**config.mk**
```make
export PLATFORM = sky130hd
export DESIGN_NAME = affine_transform_accumulator
export DESIGN_NICKNAME = d
export VERILOG_FILES = /design/src/ata_pkg.sv /design/src/affine_transform_accumulator.sv /design/src/ata_matrix_mem.sv /design/src/ata_mac.sv /design/src/ata_seq.sv
export SDC_FILE = /design/constraint.sdc
export NUM_CORES = 2
export LEC_CHECK = 0
export BUFFER_PORTS_ARGS = -buffer_cell sky130_fd_sc_hd__buf_2
export CAP_MARGIN = 20
export CORE_MARGIN = 2
export CORE_UTILIZATION = 37
export CTS_BUF_LIST = sky130_fd_sc_hd__clkbuf_2 sky130_fd_sc_hd__clkbuf_4 sky130_fd_sc_hd__clkbuf_8
export DETAILED_ROUTE_END_ITERATION = 12
export SYNTH_ARGS = -nofsm -noshare
export SYNTH_HDL_FRONTEND = slang
export SYNTH_HIERARCHICAL = 1
export SYNTH_SLANG_ARGS = --single-unit
export TNS_END_PERCENT = 30
```
**constraint.sdc**
```tcl
create_clock -name clk_i -period 13.8 [get_ports clk_i]
set_input_delay 0.69 -clock clk_i [delete_from_list [all_inputs] [get_ports clk_i]]
set_output_delay 0.69 -clock clk_i [all_outputs]
set_load 0.005 [all_outputs]
```
**src/ata_pkg.sv**
```systemverilog
// Shared types and constants for the affine transform accumulator.
package ata_pkg;

  localparam int DATA_W      = 32;
  localparam int MAT_AW      = 4;
  localparam int MAT_DEPTH   = 16;
  localparam int IN_TDATA_W  = 96;
  localparam int IN_TUSER_W  = 2;
  localparam int OUT_TDATA_W = 96;

  typedef enum logic [1:0] {
    OP_TRANSLATE = 2'd0,
    OP_SCALE     = 2'd1,
    OP_POINT     = 2'd2
  } op_e;

  typedef enum logic [1:0] {
    ST_IDLE,
    ST_ISSUE,
    ST_DRAIN,
    ST_OUT
  } state_e;

  // One term issued to the multiply-accumulate unit
  typedef struct packed {
    logic              valid;
    logic              is_prod;  // matrix entry times argument, else entry times one
    logic              first;    // start a new sum
    logic              last;     // sum complete, write it back
    logic              to_mem;   // write back into the matrix, else into the point result
    logic [1:0]        arg_sel;  // 0 arg_a, 1 arg_b, 2 arg_c
    logic [MAT_AW-1:0] rd_addr;
    logic [MAT_AW-1:0] dst;      // matrix entry, or result row in the upper bits
  } term_t;

endpackage

```
**src/affine_transform_accumulator.sv**
```systemverilog
// Top level: 4x4 homogeneous transform accumulator with a stream request and result port.
//
// Keeps a 4x4 signed fixed-point transform matrix, identity after reset. A request
// carries an opcode and three arguments: translate and scale left-multiply the matrix
// and give no result, transform point returns the first three rows of M*(x,y,z,1) with
// a flag that is set if any matrix entry or coordinate saturated since the previous
// point result. Opcode 3 is taken and ignored. One multiply-accumulate unit fed by a
// single matrix read port handles one term per cycle: translate issues 24 terms, scale
// 12 and a point 12, after which the point result is loaded once the previous result
// has been taken. Opcode 3 issues no terms.
module affine_transform_accumulator #(
  parameter int FRAC_BITS = 16
) (
  input  logic                                clk_i,
  input  logic                                rst_ni,
  input  logic                                s_axis_tvalid_i,
  output logic                                s_axis_tready_o,
  // [31:0] arg_a, [63:32] arg_b, [95:64] arg_c
  input  logic [ata_pkg::IN_TDATA_W-1:0]      s_axis_tdata_i,
  // [1:0] opcode
  input  logic [ata_pkg::IN_TUSER_W-1:0]      s_axis_tuser_i,
  output logic                                m_axis_tvalid_o,
  input  logic                                m_axis_tready_i,
  // [31:0] out_x, [63:32] out_y, [95:64] out_z
  output logic [ata_pkg::OUT_TDATA_W-1:0]     m_axis_tdata_o,
  // [0] saturated
  output logic                                m_axis_tuser_o
);
  import ata_pkg::*;

  logic                     in_accept;
  logic                     in_ready;
  logic                     load_out;
  logic                     out_free;
  term_t                    term;
  logic signed [DATA_W-1:0] arg_a_q, arg_b_q, arg_c_q;
  logic signed [DATA_W-1:0] rd_data;
  logic                     wr_en;
  logic [MAT_AW-1:0]        wr_addr;
  logic signed [DATA_W-1:0] wr_data;
  logic signed [DATA_W-1:0] res_x, res_y, res_z;
  logic                     sat;
  logic                     m_valid_q, m_valid_d;
  logic signed [DATA_W-1:0] out_x_q, out_y_q, out_z_q;
  logic                     out_sat_q;

  assign in_accept = s_axis_tvalid_i && in_ready;
  assign out_free  = !m_valid_q || m_axis_tready_i;

  always_ff @(posedge clk_i) begin
    if (in_accept) begin
      arg_a_q <= s_axis_tdata_i[31:0];
      arg_b_q <= s_axis_tdata_i[63:32];
      arg_c_q <= s_axis_tdata_i[95:64];
    end
  end

  ata_seq u_seq (
    .clk_i      (clk_i),
    .rst_ni     (rst_ni),
    .in_valid_i (s_axis_tvalid_i),
    .opcode_i   (s_axis_tuser_i),
    .out_free_i (out_free),
    .in_ready_o (in_ready),
    .load_out_o (load_out),
    .term_o     (term)
  );

  ata_matrix_mem #(
    .FRAC_BITS (FRAC_BITS)
  ) u_mem (
    .clk_i     (clk_i),
    .rst_ni    (rst_ni),
    .rd_addr_i (term.rd_addr),
    .rd_data_o (rd_data),
    .wr_en_i   (wr_en),
    .wr_addr_i (wr_addr),
    .wr_data_i (wr_data)
  );

  ata_mac #(
    .FRAC_BITS (FRAC_BITS)
  ) u_mac (
    .clk_i     (clk_i),
    .rst_ni    (rst_ni),
    .term_i    (term),
    .rd_data_i (rd_data),
    .arg_a_i   (arg_a_q),
    .arg_b_i   (arg_b_q),
    .arg_c_i   (arg_c_q),
    .clr_i     (load_out),
    .wr_en_o   (wr_en),
    .wr_addr_o (wr_addr),
    .wr_data_o (wr_data),
    .res_x_o   (res_x),
    .res_y_o   (res_y),
    .res_z_o   (res_z),
    .sat_o     (sat)
  );

  always_comb begin
    m_valid_d = m_valid_q;
    if (load_out) begin
      m_valid_d = 1'b1;
    end else if (m_axis_tready_i) begin
      m_valid_d = 1'b0;
    end
  end

  always_ff @(posedge clk_i or negedge rst_ni) begin
    if (!rst_ni) begin
      m_valid_q <= 1'b0;
    end else begin
      m_valid_q <= m_valid_d;
    end
  end

  always_ff @(posedge clk_i) begin
    if (load_out) begin
      out_x_q   <= res_x;
      out_y_q   <= res_y;
      out_z_q   <= res_z;
      out_sat_q <= sat;
    end
  end

  assign s_axis_tready_o = in_ready;
  assign m_axis_tvalid_o = m_valid_q;
  assign m_axis_tdata_o  = {out_z_q, out_y_q, out_x_q};
  assign m_axis_tuser_o  = out_sat_q;

endmodule

```
**src/ata_matrix_mem.sv**
```systemverilog
// Transform matrix storage: 16-entry memory with per-entry valid bits, identity when unwritten.
module ata_matrix_mem #(
  parameter int FRAC_BITS = 16
) (
  input  logic                             clk_i,
  input  logic                             rst_ni,
  input  logic [ata_pkg::MAT_AW-1:0]       rd_addr_i,
  output logic signed [ata_pkg::DATA_W-1:0] rd_data_o,
  input  logic                             wr_en_i,
  input  logic [ata_pkg::MAT_AW-1:0]       wr_addr_i,
  input  logic signed [ata_pkg::DATA_W-1:0] wr_data_i
);
  import ata_pkg::*;

  localparam logic signed [DATA_W-1:0] Q_ONE = DATA_W'(64'd1 << FRAC_BITS);

  logic signed [DATA_W-1:0] mem_q [MAT_DEPTH];
  logic [MAT_DEPTH-1:0]     valid_q;
  logic signed [DATA_W-1:0] rd_data_q;
  logic signed [DATA_W-1:0] ident;

  // Diagonal entries read as one until written
  assign ident = (rd_addr_i[3:2] == rd_addr_i[1:0]) ? Q_ONE : '0;

  always_ff @(posedge clk_i or negedge rst_ni) begin
    if (!rst_ni) begin
      valid_q <= '0;
    end else if (wr_en_i) begin
      valid_q[wr_addr_i] <= 1'b1;
    end
  end

  always_ff @(posedge clk_i) begin
    if (wr_en_i) begin
      mem_q[wr_addr_i] <= wr_data_i;
    end
  end

  always_ff @(posedge clk_i) begin
    rd_data_q <= valid_q[rd_addr_i] ? mem_q[rd_addr_i] : ident;
  end

  assign rd_data_o = rd_data_q;

  // The bottom row of a homogeneous transform never changes
  assert property (@(posedge clk_i) disable iff (!rst_ni)
    wr_en_i |-> wr_addr_i[3:2] != 2'd3)
    else $error("write to the fixed bottom row");

endmodule

```
**src/ata_mac.sv**
```systemverilog
// Shared multiply-accumulate unit with truncating shift, saturation and write-back.
module ata_mac #(
  parameter int FRAC_BITS = 16
) (
  input  logic                              clk_i,
  input  logic                              rst_ni,
  input  ata_pkg::term_t                    term_i,
  input  logic signed [ata_pkg::DATA_W-1:0] rd_data_i,
  input  logic signed [ata_pkg::DATA_W-1:0] arg_a_i,
  input  logic signed [ata_pkg::DATA_W-1:0] arg_b_i,
  input  logic signed [ata_pkg::DATA_W-1:0] arg_c_i,
  input  logic                              clr_i,
  output logic                              wr_en_o,
  output logic [ata_pkg::MAT_AW-1:0]        wr_addr_o,
  output logic signed [ata_pkg::DATA_W-1:0] wr_data_o,
  output logic signed [ata_pkg::DATA_W-1:0] res_x_o,
  output logic signed [ata_pkg::DATA_W-1:0] res_y_o,
  output logic signed [ata_pkg::DATA_W-1:0] res_z_o,
  output logic                              sat_o
);
  import ata_pkg::*;

  localparam int PROD_W = 2 * DATA_W;
  localparam int TERM_W = PROD_W - FRAC_BITS;
  localparam int ACC_W  = TERM_W + 2;
  localparam logic signed [DATA_W-1:0] Q_ONE = DATA_W'(64'd1 << FRAC_BITS);
  localparam logic signed [DATA_W-1:0] S_MAX = {1'b0, {(DATA_W-1){1'b1}}};
  localparam logic signed [DATA_W-1:0] S_MIN = {1'b1, {(DATA_W-1){1'b0}}};

  term_t                    tag1_q, tag2_q;
  logic signed [DATA_W-1:0] mul_b;
  logic signed [PROD_W-1:0] mul_q;
  logic signed [ACC_W-1:0]  acc_q;
  logic signed [ACC_W-1:0]  sum;
  logic signed [TERM_W-1:0] shifted;
  logic [ACC_W-DATA_W:0]    upper;
  logic                     ovf;
  logic signed [DATA_W-1:0] sat_val;
  logic signed [DATA_W-1:0] res_q [3];
  logic                     pt_flag_q;
  logic                     sat_seen_q;
  logic                     wb;

  always_comb begin
    unique case (tag1_q.arg_sel)
      2'd0:    mul_b = arg_a_i;
      2'd1:    mul_b = arg_b_i;
      default: mul_b = arg_c_i;
    endcase
    // An addend passes through the multiplier as entry times one
    if (!tag1_q.is_prod) begin
      mul_b = Q_ONE;
    end
  end

  always_ff @(posedge clk_i or negedge rst_ni) begin
    if (!rst_ni) begin
      tag1_q <= '0;
      tag2_q <= '0;
    end else begin
      tag1_q <= term_i;
      tag2_q <= tag1_q;
    end
  end

  always_ff @(posedge clk_i) begin
    mul_q <= rd_data_i * mul_b;
  end

  // Dropping the low bits of a two's complement product rounds toward minus infinity
  assign shifted = mul_q[PROD_W-1:FRAC_BITS];
  assign sum     = (tag2_q.first ? ACC_W'(0) : acc_q) + {{2{shifted[TERM_W-1]}}, shifted};
  assign upper   = sum[ACC_W-1:DATA_W-1];
  assign ovf     = !((&upper) || (~|upper));
  assign sat_val = !ovf ? sum[DATA_W-1:0] : (sum[ACC_W-1] ? S_MIN : S_MAX);
  assign wb      = tag2_q.valid && tag2_q.last;

  always_ff @(posedge clk_i) begin
    if (tag2_q.valid) begin
      acc_q <= sum;
    end
    if (wb && !tag2_q.to_mem) begin
      res_q[tag2_q.dst[3:2]] <= sat_val;
    end
  end

  always_ff @(posedge clk_i or negedge rst_ni) begin
    if (!rst_ni) begin
      pt_flag_q  <= 1'b0;
      sat_seen_q <= 1'b0;
    end else begin
      if (clr_i) begin
        pt_flag_q  <= 1'b0;
        sat_seen_q <= 1'b0;
      end
      if (wb && ovf) begin
        if (tag2_q.to_mem) begin
          sat_seen_q <= 1'b1;
        end else begin
          pt_flag_q <= 1'b1;
        end
      end
    end
  end

  assign wr_en_o   = wb && tag2_q.to_mem;
  assign wr_addr_o = tag2_q.dst;
  assign wr_data_o = sat_val;
  assign res_x_o   = res_q[0];
  assign res_y_o   = res_q[1];
  assign res_z_o   = res_q[2];
  assign sat_o     = pt_flag_q || sat_seen_q;

endmodule

```
**src/ata_seq.sv**
```systemverilog
// Sequencer: walks the matrix entries or point products and issues one term per cycle.
module ata_seq (
  input  logic           clk_i,
  input  logic           rst_ni,
  input  logic           in_valid_i,
  input  logic [1:0]     opcode_i,
  input  logic           out_free_i,
  output logic           in_ready_o,
  output logic           load_out_o,
  output ata_pkg::term_t term_o
);
  import ata_pkg::*;

  state_e     state_q, state_d;
  op_e        op_q, op_d;
  logic [1:0] row_q, row_d;
  logic [1:0] col_q, col_d;
  logic [1:0] term_q, term_d;
  logic       drain_q, drain_d;
  logic       entry_end;
  logic       done;

  always_ff @(posedge clk_i or negedge rst_ni) begin
    if (!rst_ni) begin
      state_q <= ST_IDLE;
      op_q    <= OP_TRANSLATE;
      row_q   <= '0;
      col_q   <= '0;
      term_q  <= '0;
      drain_q <= 1'b0;
    end else begin
      state_q <= state_d;
      op_q    <= op_d;
      row_q   <= row_d;
      col_q   <= col_d;
      term_q  <= term_d;
      drain_q <= drain_d;
    end
  end

  always_comb begin
    state_d    = state_q;
    op_d       = op_q;
    row_d      = row_q;
    col_d      = col_q;
    term_d     = term_q;
    drain_d    = drain_q;
    in_ready_o = 1'b0;
    load_out_o = 1'b0;
    term_o     = '0;
    entry_end  = 1'b0;
    done       = 1'b0;

    unique case (state_q)
      ST_IDLE: begin
        in_ready_o = 1'b1;
        row_d      = '0;
        col_d      = '0;
        term_d     = '0;
        // An undefined opcode is taken and dropped
        if (in_valid_i && (opcode_i == OP_TRANSLATE || opcode_i == OP_SCALE ||
                           opcode_i == OP_POINT)) begin
          op_d    = op_e'(opcode_i);
          state_d = ST_ISSUE;
        end
      end

      ST_ISSUE: begin
        term_o.valid   = 1'b1;
        term_o.arg_sel = row_q;
        term_o.dst     = {row_q, col_q};
        unique case (op_q)
          OP_TRANSLATE: begin
            // Entry plus translation times the bottom-row entry of the same column
            term_o.is_prod = (term_q != 2'd0);
            term_o.first   = (term_q == 2'd0);
            term_o.last    = (term_q == 2'd1);
            term_o.to_mem  = 1'b1;
            term_o.rd_addr = (term_q == 2'd0) ? {row_q, col_q} : {2'd3, col_q};
            entry_end      = (term_q == 2'd1);
            done           = entry_end && row_q == 2'd2 && col_q == 2'd3;
          end
          OP_SCALE: begin
            term_o.is_prod = 1'b1;
            term_o.first   = 1'b1;
            term_o.last    = 1'b1;
            term_o.to_mem  = 1'b1;
            term_o.rd_addr = {row_q, col_q};
            entry_end      = 1'b1;
            done           = row_q == 2'd2 && col_q == 2'd3;
          end
          OP_POINT: begin
            // Translation column first, then the three products
            term_o.is_prod = (term_q != 2'd0);
            term_o.first   = (term_q == 2'd0);
            term_o.last    = (term_q == 2'd3);
            term_o.to_mem  = 1'b0;
            term_o.arg_sel = term_q - 2'd1;
            term_o.dst     = {row_q, 2'd0};
            term_o.rd_addr = (term_q == 2'd0) ? {row_q, 2'd3} : {row_q, term_q - 2'd1};
            entry_end      = (term_q == 2'd3);
            done           = entry_end && row_q == 2'd2;
          end
          default: begin
            state_d = ST_IDLE;
          end
        endcase

        term_d = entry_end ? 2'd0 : term_q + 2'd1;
        if (entry_end) begin
          if (op_q == OP_POINT) begin
            row_d = row_q + 2'd1;
          end else begin
            col_d = col_q + 2'd1;
            if (col_q == 2'd3) begin
              row_d = row_q + 2'd1;
            end
          end
        end
        if (done) begin
          state_d = ST_DRAIN;
          drain_d = 1'b0;
        end
      end

      ST_DRAIN: begin
        // Hold until the last term has been written back
        if (drain_q) begin
          state_d = (op_q == OP_POINT) ? ST_OUT : ST_IDLE;
        end else begin
          drain_d = 1'b1;
        end
      end

      ST_OUT: begin
        if (out_free_i) begin
          load_out_o = 1'b1;
          state_d    = ST_IDLE;
        end
      end

      default: begin
        state_d = ST_IDLE;
      end
    endcase
  end

  assert property (@(posedge clk_i) disable iff (!rst_ni)
    term_o.valid && term_o.rd_addr[3:2] == 2'd3 |-> op_q == OP_TRANSLATE && term_o.is_prod)
    else $error("bottom row read outside a translate product");

  assert property (@(posedge clk_i) disable iff (!rst_ni)
    load_out_o |-> op_q == OP_POINT)
    else $error("result loaded for a matrix update");

  assert property (@(posedge clk_i) disable iff (!rst_ni)
    term_o.valid |-> !in_ready_o)
    else $error("request taken while terms are still issuing");

endmodule

```
Word-level counts from Yosys, hierarchy flattened
Memory sizes are Yosys's and may differ from the RTL's. A register that Yosys moved wholly into a read port is not among the register bits.
Cells that the tools add are included.
{"block": "op_classes", "n_mul": 1, "magnitude_cmp": 3, "bitwise": 1, "muxes": 55, "add_sub_neg": 5, "eq_ne": 21, "reduce_logical": 37}
{"cell": "$mux 32", "n": 4}
{"cell": "$mul 32x32->64", "n": 1}
{"cell": "$pmux 32 s2", "n": 1}
{"cell": "$add 50x50->50", "n": 1}
{"cell": "$mux 50", "n": 1}
{"cell": "$mux 2", "n": 15}
{"cell": "$pmux 4 s3", "n": 2}
{"cell": "$mux 1", "n": 20}
{"cell": "$reduce_and 19->1", "n": 1}
{"cell": "$reduce_or 19->1", "n": 1}
{"cell": "$mux 17", "n": 1}
{"cell": "$or 16x16->16", "n": 1}
{"cell": "$mux 15", "n": 1}
{"cell": "$eq 2x2->1 const B", "n": 7}
{"cell": "$pmux 2 s2", "n": 3}
{"cell": "$logic_and 1x1->1", "n": 11}
{"cell": "$eq 2x1->1 const B", "n": 5}
{"cell": "$logic_not 2->1", "n": 5}
{"cell": "$lt 4x5->1 const B", "n": 2}
{"cell": "$ne 2x1->1 const B", "n": 4}
{"cell": "$pmux 2 s4", "n": 1}
{"cell": "$reduce_bool 2->1", "n": 4}
{"cell": "$add 2x1->2 const B", "n": 3}
{"cell": "$pmux 1 s3", "n": 2}
{"cell": "16 further kinds", "n": 26}
{"block": "totals", "out_inout_bits": 99, "n_memories": 2, "inputBits": 102, "ramBits": 608, "reg_bits": 292, "word_cells": 154}
{"name": "u_mem.mem_q", "depth": 16, "width": 32, "rd": 1, "rd_ports_with_merged_regs": 0, "wr": 1, "line": "ata_matrix_mem.sv:17", "text": "logic signed [DATA_W-1:0] mem_q [MAT_DEPTH];"}
{"name": "u_mac.res_q", "depth": 3, "width": 32, "rd": 3, "rd_ports_with_merged_regs": 3, "wr": 1, "line": "ata_mac.sv:39", "text": "logic signed [DATA_W-1:0] res_q [3];"}

Depth between registers and ports, before layout
{"block": "logic_depth", "ltp_word": 8, "ltp_mapped": 35, "ltp_nobuf": 30}

Cells and area by module
Netlist, hierarchy kept.
{"mod": "ata_mac", "instances": 1, "area_each_um2": 46523.4, "seq_area_each_um2": 5870.6, "cells_per_inst": 4788}
{"mod": "ata_matrix_mem", "instances": 1, "area_each_um2": 20812.5, "seq_area_each_um2": 16415.7, "cells_per_inst": 847}
{"mod": "affine_transform_accumulator", "instances": 1, "area_each_um2": 5849.4, "seq_area_each_um2": 5820.6, "cells_per_inst": 197}
{"mod": "ata_seq", "instances": 1, "area_each_um2": 898.4, "seq_area_each_um2": 275.3, "cells_per_inst": 106}

Worst setup path before layout
OpenSTA, ideal clock, no wires.
{"block": "synth_path", "path_kind": "register -> register", "startpoint": "register u_mac/tag1_q[8] (netlist bit)", "endpoint": "register u_mac.mul_q[58]", "synth_period_minus_slack_ns": 9.889, "arrival_ns": 9.810, "setup_slack_ns": 3.911, "setup_ns": 0.079, "path_stages_with_launch": 30, "path_cell_list": "dfrtp_1 clkbuf_1 clkbuf_1 buf_1 buf_1 mux2i_1 o21ai_0 and2_1 clkbuf_1 nand2_1 fa_1 fa_1 fa_1 fa_1 inv_1 fa_1 fa_1 fa_1 fa_1 ha_1 a21o_1 a21o_1 a21oi_1 o31ai_1 a211oi_1 a31oi_1 a22o_1 o41ai_1 or4b_2 o211ai_1"}
{"block": "synth_via", "elab_chain_cells": 4, "elab_cells_between_ends": 5, "cone_classes": "1 x mul; 1 x eq/ne; 2 x mux; 1 x reduce/logical"}
{"item": "from (decl)", "line": "ata_mac.sv:30", "text": "term_t tag1_q, tag2_q;"}
{"item": "from (signal assigned)", "line": "ata_mac.sv:61", "text": "tag1_q <= term_i;"}
{"item": "$eq 2x1->1 or $logic_not 2->1 (tied branches)", "line": "ata_mac.sv:45", "text": "unique case (tag1_q.arg_sel)"}
{"item": "$pmux 32 s2 *", "line": "ata_mac.sv:45"}
{"item": "$mux 32 *", "line": "ata_mac.sv:51", "text": "if (!tag1_q.is_prod) begin"}
{"item": "$mul 32x32->64 *", "line": "ata_mac.sv:67", "text": "mul_q <= rd_data_i * mul_b;"}
{"item": "to (signal assigned)", "line": "ata_mac.sv:67"}
{"item": "to (decl)", "line": "ata_mac.sv:32", "text": "logic signed [PROD_W-1:0] mul_q;"}
Every way passes the cells marked *; elsewhere a longest branch is shown, timed or not.
A chain may end at the register's enable or synchronous reset.

Worst setup path after layout
Same ends and word-level chain as after synthesis.

==> results.toml <==
[status]
run_status = "finished, final reports clean"

[clock_network]
clk_path_buf_depth = 3
cts_sinks = 980
cts_tree = "built"
number_of_buffers_added_for_setup_after_cts = 0
cts_inserted_buffers = 164
cts.root.buffer_cell = "sky130_fd_sc_hd__clkbuf_8"
cts_resized = 0
worst_skew_pair.late_latency_ns = 0.94
cts_max_level = 4
clkTransAtPathRegs_ns = 0.08

[grt]
global_route.overflow_total = 0
vias_in_the_first_global_route = 51540
first_pass_grt_wire_length_um = 322500
grt_antenna_before_repair = 6
grt_use_total_pct = 21.07
grt_start_max_net_pins = 133

[detailed_routing]
drt_wl_total_um = 210400
drt_iter0_markers = 3886
total_vias_in_the_final_route = 47570
met3_wl_post_dr_um = 17340
routed-wl-met2_um = 102300
vias_per_cell = 5.288
detail_route.wirelength.met1_um = 82270
ant_nets = 0
routed_wire_length_per_instance_um = 23.39
highest_layer = "met5"
firstDrtPassIters = 6
drt_drc_violations_left = 0

[setup_path]
crit_family = "compound AO/OA/AOI/OAI gates"
timing.critical_path.slowest_stage_cell = "sky130_fd_sc_hd__a211oi_1"
timing.critical_path.fanout_max = 30
end_kind = "flop"
timing.critical_path.slowest_cell_delay_ns = 0.99
worstPathRequired_ns = 14.59
critical_path_cell_count = 30
cp.buffers_inverters = 7
rr_worst_depth = 30
most_prevalent_standard_cell_on_the_critical_path = "sky130_fd_sc_hd__fa_1"
timing.critical_path.arrival_ns = 12.16
reg2reg_setup_slack_ns = 2.44
critPathKind = "reg2reg"
worstSetupStartpointType = "flop"

[yosys]
synth_edf_count = 851
synth.distinct_cells = 90
ys.warnings.count = 6
dominantRegCellSynth = "sky130_fd_sc_hd__edfxtp_1"
synth_sequential_area_ratio_pct = 38.31
postSynthCellCount = 5938
async_flop_share_pct = 5.000
synth_nets = 7361
avgSynthCellArea_um2 = 12.48
synthesis.area_um2 = 74080
ys_ff_latch = 980

[timing]
fin_crit_ns = 11.36
clock.fmax_mhz = 88.00
final_critical_path_setup_slack_ns = 2.436
hold_violations = 0
finalSetupTns_ns = 0
max_slew.worst_pin.slew_ns = 1.200
worst_hold_check_slack_ns = 0.2668
fin_worst_skew_ns = 0.07925
rsz_0062_raised_after_global_routing = "no"
final_min_period_over_clock_period_pct = 82.35
final-setup-viol-count = 0
slew_headroom_pct = 19.55
number_of_pins_exceeding_their_max_slew_limit_in_the_final_report = 0

[final_layout]
final_cells = 8995
drive_gt1_share_pct = 13.73
num-nets-final = 7622
flow.area_growth_from_synthesis_pct = 11.89

[placed_design]
detailedPlacementHpwl_um = 146300
place_congestion = 0.9255
place.port_buffers = 200
cell_count_after_placement = 8587
preCtsSetupSlack_ns = 2.812

[flow_run]
cap_viol_max_count = 0

[floorplan]
die_area_um2 = 203800
die_height_um = 451.5
core_region_area_um2 = 199500
ioPinCount = 201
dieWidth_um = 451.5
placement_rows = 164
floorplan.initialDensity_pct = 37.14

[hold_path]
whs_path_depth = 4
hold_class = "in2reg"
cells in the mapped netlist (16+ instances only):
cell / n / area [um2]
sky130_fd_sc_hd__a21o_1: 47 / 352.8
sky130_fd_sc_hd__o21ai_0: 74 / 370.4
sky130_fd_sc_hd__xnor2_1: 54 / 473.0
sky130_fd_sc_hd__ha_1: 239 / 2990
sky130_fd_sc_hd__fa_1: 1082 / 21660
sky130_fd_sc_hd__and2_1: 102 / 638.1
sky130_fd_sc_hd__mux4_2: 163 / 3671
sky130_fd_sc_hd__nand4_1: 19 / 118.9
sky130_fd_sc_hd__inv_1: 998 / 3746
sky130_fd_sc_hd__and3_1: 479 / 2997
sky130_fd_sc_hd__dfxtp_1: 80 / 1602
sky130_fd_sc_hd__or2_2: 16 / 100.1
sky130_fd_sc_hd__a22oi_1: 23 / 172.7
sky130_fd_sc_hd__dfrtp_1: 49 / 1226
sky130_fd_sc_hd__a211oi_1: 25 / 187.7
sky130_fd_sc_hd__nor3_1: 28 / 140.1
sky130_fd_sc_hd__xor2_1: 40 / 350.3
sky130_fd_sc_hd__nor2_1: 118 / 442.9
sky130_fd_sc_hd__o21a_1: 18 / 135.1
sky130_fd_sc_hd__clkbuf_1: 296 / 1111
sky130_fd_sc_hd__nor2b_1: 94 / 588.1
sky130_fd_sc_hd__o21bai_1: 16 / 120.1
sky130_fd_sc_hd__mux2i_1: 36 / 360.4
sky130_fd_sc_hd__or2_1: 17 / 106.4
sky130_fd_sc_hd__nand2_1: 595 / 2233
sky130_fd_sc_hd__a21oi_1: 115 / 575.6
sky130_fd_sc_hd__nor4_1: 16 / 100.1
sky130_fd_sc_hd__nand3_1: 28 / 140.1
sky130_fd_sc_hd__edfxtp_1: 851 / 25550
final timing paths:
| check | startpoint | to |
|---|---|---|
| setup / recovery | u_mac/tag1_q[8]$_DFF_PN0_ | u_mac/mul_q[58]$_DFF_P_ |
| hold / removal | s_axis_tvalid_i | u_seq/op_q[0]$_DFFE_PN0P_ |
| setup reg to reg | u_mac/tag1_q[8]$_DFF_PN0_ | u_mac/mul_q[58]$_DFF_P_ |
| hold reg to reg | u_mac/tag1_q[1]$_DFF_PN0_ | u_mac/wr_addr_o[1]$_DFF_PN0_ |
| max in group asynchronous | rst_ni | u_mac/tag1_q[13]$_DFF_PN0_ |
| min in group asynchronous | rst_ni | u_mem/valid_q[15]$_DFFE_PN0P_ |
sequential cells by signal, indices dropped and copies added (netlist names), 4 cells and up:
| signal | count |
|---|---|
| u_mem/mem_q | 512 |
| u_mac/res_q | 96 |
| u_mac/acc_q | 50 |
| u_mac/mul_q | 48 |
| arg_a_q | 32 |
| arg_b_q | 32 |
| arg_c_q | 32 |
| out_x_q | 32 |
| out_y_q | 32 |
| out_z_q | 32 |
| u_mem/rd_data_o | 32 |
| u_mem/valid_q | 16 |
| u_mac/tag1_q | 11 |
| u_mac/tag2_q | 4 |
| u_mac/wr_addr_o | 4 |
layout make-up:
type                    count  area (um2)
inverters                 998        3746
fillers                 18600      116600
flip-flops and latches    980       28390
repair buffers            433        3055
clock buffers             239        2939
diodes                      3       7.507
multi-input cells        3622       40850
clock inverters            64       586.8
well taps                2656        3323
per-stage QoR:
step | area, um2 | utilization, %
finish | 82890 | 41.56
detailed placement | 78320 | 39.27
floorplan | 74080 | -
global placement | 78290 | 39.25
CTS | 82860 | 41.54
global route | 82890 | 41.56
routing by layer:
layer | up-vias | GRT usage (%)
li1 | 20110 | -
met1 | 24970 | 26.83
met2 | 2036 | 35.22
met3 | 456 | 4.732
met4 | 2 | 7.718
met5 | - | 0
tightest hold or removal path: stages:
cell,delay (ns)
sky130_fd_sc_hd__buf_2,0.11
sky130_fd_sc_hd__or3b_2,0.19
sky130_fd_sc_hd__nor2_1,0.05
sky130_fd_sc_hd__nor2_1,0.10
cell usage in the layout (no fill, tap or decap), types with 80 or more instances in the layout:
master                             n
sky130_fd_sc_hd__clkbuf_8        183
sky130_fd_sc_hd__buf_4           129
sky130_fd_sc_hd__ha_1            239
sky130_fd_sc_hd__nand2_1         595
sky130_fd_sc_hd__dfxtp_1          80
sky130_fd_sc_hd__nor2b_1          94
sky130_fd_sc_hd__a21oi_1         112
sky130_fd_sc_hd__mux4_2          163
sky130_fd_sc_hd__and3_1          478
sky130_fd_sc_hd__inv_1           998
sky130_fd_sc_hd__and2_1           98
sky130_fd_sc_hd__nor2_1          106
sky130_fd_sc_hd__dlygate4sd3_1   101
sky130_fd_sc_hd__fa_1           1082
sky130_fd_sc_hd__buf_2           200
sky130_fd_sc_hd__edfxtp_1        851
timing repair:
item,CTS,global route
setup endpoints to repair,0,0
hold buffers,101,0
hold endpoints to repair,148,0
cells by family after synthesis:
family	share of synthesized area [%]
adders and majority gates	33.27
DFF	38.31
muxes	5.533
buffers and inverters	6.941
AOI/OAI and AO/OA	3.925
xor gates and xnor gates	1.111
and+or+nand+nor	10.90
Power is not shown: default switching activity piles up to over one toggle a cycle in this logic, so the estimate is an artifact.
